`src/rtl/sorted_keyed_record_list_macros.svh`:
```
// assertion macros for the sorted keyed record list
`ifndef SORTED_KEYED_RECORD_LIST_MACROS_SVH
`define SORTED_KEYED_RECORD_LIST_MACROS_SVH
`ifndef NO_ASSERTIONS
`define SKRL_ASSERT(label, clk, rst_n, prop, msg) \
  label: assert property (@(posedge clk) disable iff (!rst_n) prop) else $error(msg);
`define SKRL_ASSERT_NR(label, clk, prop, msg) \
  label: assert property (@(posedge clk) prop) else $error(msg);
`else
`define SKRL_ASSERT(label, clk, rst_n, prop, msg)
`define SKRL_ASSERT_NR(label, clk, prop, msg)
`endif
`endif

```
`src/rtl/skrl_pkg.sv`:
```
// ----------------------------------------------------------------------------
// skrl_pkg
// shared types and constants of the sorted keyed record list
// ----------------------------------------------------------------------------
package skrl_pkg;
  localparam int KeyW          = 31;
  localparam int NameW         = 240;
  localparam int DefCapacity   = 64;
  localparam int DefNameBytes  = 30;

  typedef enum logic [1:0] {
    MODE_INSERT = 2'd0,
    MODE_DELETE = 2'd1,
    MODE_FIND   = 2'd2,
    MODE_DUMP   = 2'd3
  } mode_t;

  typedef enum logic [2:0] {
    ST_OK    = 3'd0,
    ST_DUP   = 3'd1,
    ST_NONE  = 3'd2,
    ST_FULL  = 3'd3,
    ST_EMPTY = 3'd4
  } status_t;

  // one command word passed from front to back
  typedef struct packed {
    mode_t            mode;
    logic [KeyW-1:0]  key;
    logic [NameW-1:0] name;
  } cmd_t;
endpackage

```
`src/rtl/skrl_front.sv`:
```
// ----------------------------------------------------------------------------
// skrl_front
// accepts command words, masks the name and holds them in a two-entry queue
// ----------------------------------------------------------------------------
module skrl_front #(
  parameter int NAME_BYTES = skrl_pkg::DefNameBytes
) (
  input  logic                 clk,
  input  logic                 rst_n,
  input  logic                 push,
  input  skrl_pkg::cmd_t       cmd_in,
  output logic                 full,
  output logic                 q_valid,
  output skrl_pkg::cmd_t       q_head,
  input  logic                 pop
);
  localparam int KeepBits = 8 * NAME_BYTES;

  skrl_pkg::cmd_t       slot_r [2];
  logic           [1:0] cnt_r, cnt_nxt;
  logic                 rd_r, rd_nxt, wr_r, wr_nxt;
  skrl_pkg::cmd_t       masked;
  logic [skrl_pkg::NameW-1:0] keep_mask;

  always_comb begin
    keep_mask = '0;
    keep_mask[KeepBits-1:0] = '1;
    masked = cmd_in;
    masked.name = cmd_in.name & keep_mask;
  end

  assign full    = cnt_r[1];
  assign q_valid = (cnt_r != 2'd0);
  assign q_head  = slot_r[rd_r];

  always_comb begin
    cnt_nxt = cnt_r + {1'b0, push} - {1'b0, pop};
    rd_nxt  = rd_r ^ pop;
    wr_nxt  = wr_r ^ push;
  end

  always_ff @(posedge clk) begin
    if (!rst_n) begin
      cnt_r <= 2'd0;
      rd_r  <= 1'b0;
      wr_r  <= 1'b0;
    end else begin
      cnt_r <= cnt_nxt;
      rd_r  <= rd_nxt;
      wr_r  <= wr_nxt;
    end
    if (push) slot_r[wr_r] <= masked;
  end
endmodule

```
`config.mk`:
```
export PLATFORM = sky130hd
export DESIGN_NAME = skrl_front
export DESIGN_NICKNAME = d
export VERILOG_FILES = /design/src/rtl/sorted_keyed_record_list_macros.svh /design/src/rtl/skrl_pkg.sv /design/src/rtl/skrl_front.sv
export SDC_FILE = /design/constraint.sdc
export NUM_CORES = 1
export LEC_CHECK = 0
export BUFFER_PORTS_ARGS = -buffer_cell sky130_fd_sc_hd__buf_2
export CORE_AREA = 2 2 212 214
export DETAILED_ROUTE_END_ITERATION = 10
export DIE_AREA = 0 0 214 216
export PLACE_DENSITY = 0.71
export SYNTH_ARGS = -nofsm -noshare
export SYNTH_HDL_FRONTEND = slang
export SYNTH_SLANG_ARGS = --single-unit
export TNS_END_PERCENT = 30
```
`constraint.sdc`:
```
create_clock -name clk -period 24 [get_ports clk]
set_input_delay 2.4 -clock clk [delete_from_list [all_inputs] [get_ports clk]]
set_output_delay 2.4 -clock clk [all_outputs]
set_load 0.03 [all_outputs]
```
=== Word level (Yosys, flattened, before mapping) ===
Memories as Yosys holds them, arrays and structs flattened. A register that Yosys moved wholly into a read port is not among the register bits.
Index checks and enable logic that the tools add are counted.

* Bitwise operators: 2
* Multiplexer cells: 3
* Add/sub/neg operators: 2
* Reduce and logical (&&, ||, !) cells: 1

{| class="wikitable"
|+ Operators with widths
! operator !! number
|-
| $mux W1 || 3
|-
| $add A2 B1 Y2 || 1
|-
| $reduce_bool A2 Y1 || 1
|-
| $sub A2 B1 Y2 || 1
|-
| $xor A1 B1 Y1 || 2
|}

* Bits in registers: 4
* Input bits: 277
* Output and inout port bits: 275
* Bits in writable memories: 546
* Word-level logic and storage cells: 12
* Memories: 1

{| class="wikitable"
|+ Memories
! name !! words !! bits a word !! rd ports !! clocked after memory_dff !! write ports !! line !! text
|-
| slot_r || 2 || 273 || 1 || 1 || 1 || skrl_front.sv:19 || <nowiki>skrl_pkg::cmd_t slot_r [2];</nowiki>
|}

=== Longest topological paths before layout ===
* Word-level depth: 2
* Depth in mapped cells: 6
* Depth with buffers taken out: 6

=== Worst setup path before layout ===
No wires, ideal clock.

* Path kind: input-to-reg
* Start point: input push
* End point: memory slot_r[0][0] in the netlist's numbering, enable pin
* Arrival: 8.681 ns
* Setup slack: 14.648 ns
* Data required time: 23.329 ns
* Path buffers: 0
* Setup time: 0.671 ns
* Stages: 1
* Cell sequence: ha_1

* Longest elaborated chain between the ends: 2

{| class="wikitable"
|+ Ends and longest elaborated chain
! what !! line !! text
|-
| from (decl) || skrl_front.sv:10 || <nowiki>input logic push,</nowiki>
|-
| $mux W1 || skrl_front.sv:52 || <nowiki>if (push) slot_r[wr_r] <= masked;</nowiki>
|-
| $mux W1 (implied by the code) || skrl_front.sv:52 ||
|-
| to (decl) || skrl_front.sv:19 ||
|}

No other way between the ends.

==> summary.txt <==
Status - completed
Part of the power in registers - 50.2%
CTS tree - done
Final clock skew - 0.01467 ns
Routability cong. - 0.9500
Drc violations - 0
Kind of critical path - reg -> out
Vias in the first global route - 10,770
Comb power frac - 13.4%
Total negative setup slack - 0 ns
Initial antenna violation count - 17
Yosys reg bits - 551
GRT Util Overall - 18.81%
Initial DRT Pass Iterations - 4
Min cycle time layout - 6.378 ns
Worst-skew pair later-pin latency - 0.58 ns
RSZ-0062 raised after global routing - no
R2R Setup Slk - 20.71 ns
CP endpoint - q_head[47]
Root Driver - clkbuf_16
CTS sink cnt - 551
Hold Buf Count CTS - 0
Reg2Reg Capture Point - slot_r[0][248]
Post-Synthesis Cells - 869
CTS resizes - 0
Syn Area/Cell - 23.13 µm²
Peak VDD IR - 0.07247 mV
Aggregate global routing overflow - 0
Post-route ant nets - 0
Pwr per Cell Area - 90.87 nW/µm²
Most common cell after layout, fill and taps aside - buf_2
Worst-margin pin slew - 1.167 ns
CTS Buf Count - 53
Routed vias/inst - 4.948
Nets@finish - 1,735
Worst setup margin - 17.62 ns
Yosys warnings - 0
P&R area growth vs syn - 24.75%
Final setup vio count - 0
Hold Crit Class - reg -> reg
Mapped Nets - 1,150
Crit path DAT - 3.98 ns
Critical path capture point type - output port
Die area - 46,220 µm²
Pleak - 9.327 nW
Initial Util - 45.85%
Clock buffer depth - 3
Clock share of power - 36.3%
Die Ht - 216 µm
Largest area contributor in the netlist - edfxtp_1
CP startpoint kind - flip-flop
H-tree Lvls - 2
Post-CTS setup buffers - 0
Core area - 43,840 µm²
Worst R2R Path Depth - 4
Hold Fails Final Rpt - 0
Reg clk slew, reported paths - 0.06 ns
Final Slew Violations - 0
Via count - 10,410
Final WL - 45.25 mm
Pre-CTS setup slack - 18.22 ns
Top cell type's share of synthesized area - 81.57%
Syn Std Cell Area - 20,100 µm²
Final period util - 26.58%
Internal Dissipation - 0.001719 W
Worst-path fanout max - 84
Netlist cell types - 12
Slew margin rel. - 22.21%
IO Pins - 552
Post-synthesis sequential area ratio - 82.07%
Most frequent cells in the layout - 551 x buf_2, 546 x edfxtp_1, 273 x mux2_2
Post-detail-place hpwl - 31.05 mm
Fmax - 0.1568 GHz
# port buffers - 551
Worst path required time - 21.60 ns
Largest net degree at the start of global routing - 85
Net switching power - 0.0005596 W
Layout cell share with drive strength beyond 1 - 60.75%
Most area-consuming cells after synthesis - edfxtp_1 82%, mux2_2 15%, clkbuf_8 1.7%
First-pass GRT wire length - 65.05 mm
RR Startpoint - wr_r
First DRT Iteration DRCs - 620
Sw Share - 24.56%
WL per Instance - 21.50 µm
Die width - 214 µm
Maxcap violations - 0
FP Rows - 77
## cells in the mapped netlist
library cell    n
and2_1          3
buf_6           5
clkbuf_8       25
dfxtp_1         5
edfxtp_1      546
ha_1            4
inv_1           3
mux2_2        273
nor2b_1         2
or2_2           1
xnor3_1         1
xor2_1          1
## registers in the layout, summed over array words and instances (netlist names), named ones only
signal and flops:
cnt_r 2, rd_r 1, slot_r 546, wr_r 1
## kinds of logic (layout without fill, tap and decap cells)
kind of cell	count (synthesis)	count (layout)	synth area share, %
simple gates	6	6	0.1868
flops	551	551	82.07
xor+xnor	2	2	0.1556
other cells	0	14	0
buf+inv	33	662	2.048
fa+ha+maj	4	4	0.2490
mux	273	273	15.29
## per-stage QoR
| stage | hold slack (ns) | std cells | cell area, µm² | power (W) | utilization, % |
|---|---|---|---|---|---|
| floorplan | 0.5215 | 869 | 20100 | 0.001388 | - |
| global placement | 0.5668 | 1991 | 23290 | 0.001467 | 53.14 |
| detailed placement | 0.5924 | 1991 | 23290 | 0.001473 | 53.14 |
| CTS | 0.6046 | 2090 | 25040 | 0.002302 | 57.12 |
| global route | 0.6336 | 2101 | 25070 | 0.002352 | 57.19 |
| finish | 0.5998 | 2104 | 25080 | 0.002278 | 57.20 |
## worst min-delay path by stage
stage	from	endpoint	slack [ns]	cells past startpoint
3_5_place_dp	rd_r	rd_r	0.59	2
3_3_place_gp	rd_r	rd_r	0.57	2
5_1_grt	rd_r	rd_r	0.63	2
6_report	rd_r	rd_r	0.60	2
2_1_floorplan	wr_r	wr_r	0.52	3
4_1_cts	rd_r	rd_r	0.60	2
## metal layers
layer	part of all wire [%]	global-route usage (%)	routed length (µm)
met1	37	21.49	16780
met4	3.2	8.205	1441
met2	50	31.40	22640
met5	0.093	0	42
met3	9.6	7.484	4337
## critical path: stages, from the launching register on
cell	delay, ns
dfxtp_4	0.87
buf_4	0.80
buf_4	0.91
mux2_2	0.43
buf_2	0.18
## power by group through the flow
stage	combinational, W	sequential, W	clock, W
3_5_place_dp	0.000308	0.00117	0
2_1_floorplan	0.000218	0.00117	0
5_1_grt	0.000323	0.00115	0.000880
3_3_place_gp	0.000304	0.00116	0
4_1_cts	0.000310	0.00114	0.000847
6_report	0.000306	0.00114	0.000828
## layout make-up
class,count,area (µm²)
clock inverter,33,307.8
timing repair buffer,560,2825
inverter,3,11.26
fill,3377,18760
clock buffer,66,1438
tap,592,740.7
sequential,551,16500
antenna,14,35.03
multi-input combinational,285,3218
No activity file was read; power rests on OpenSTA's default activity.
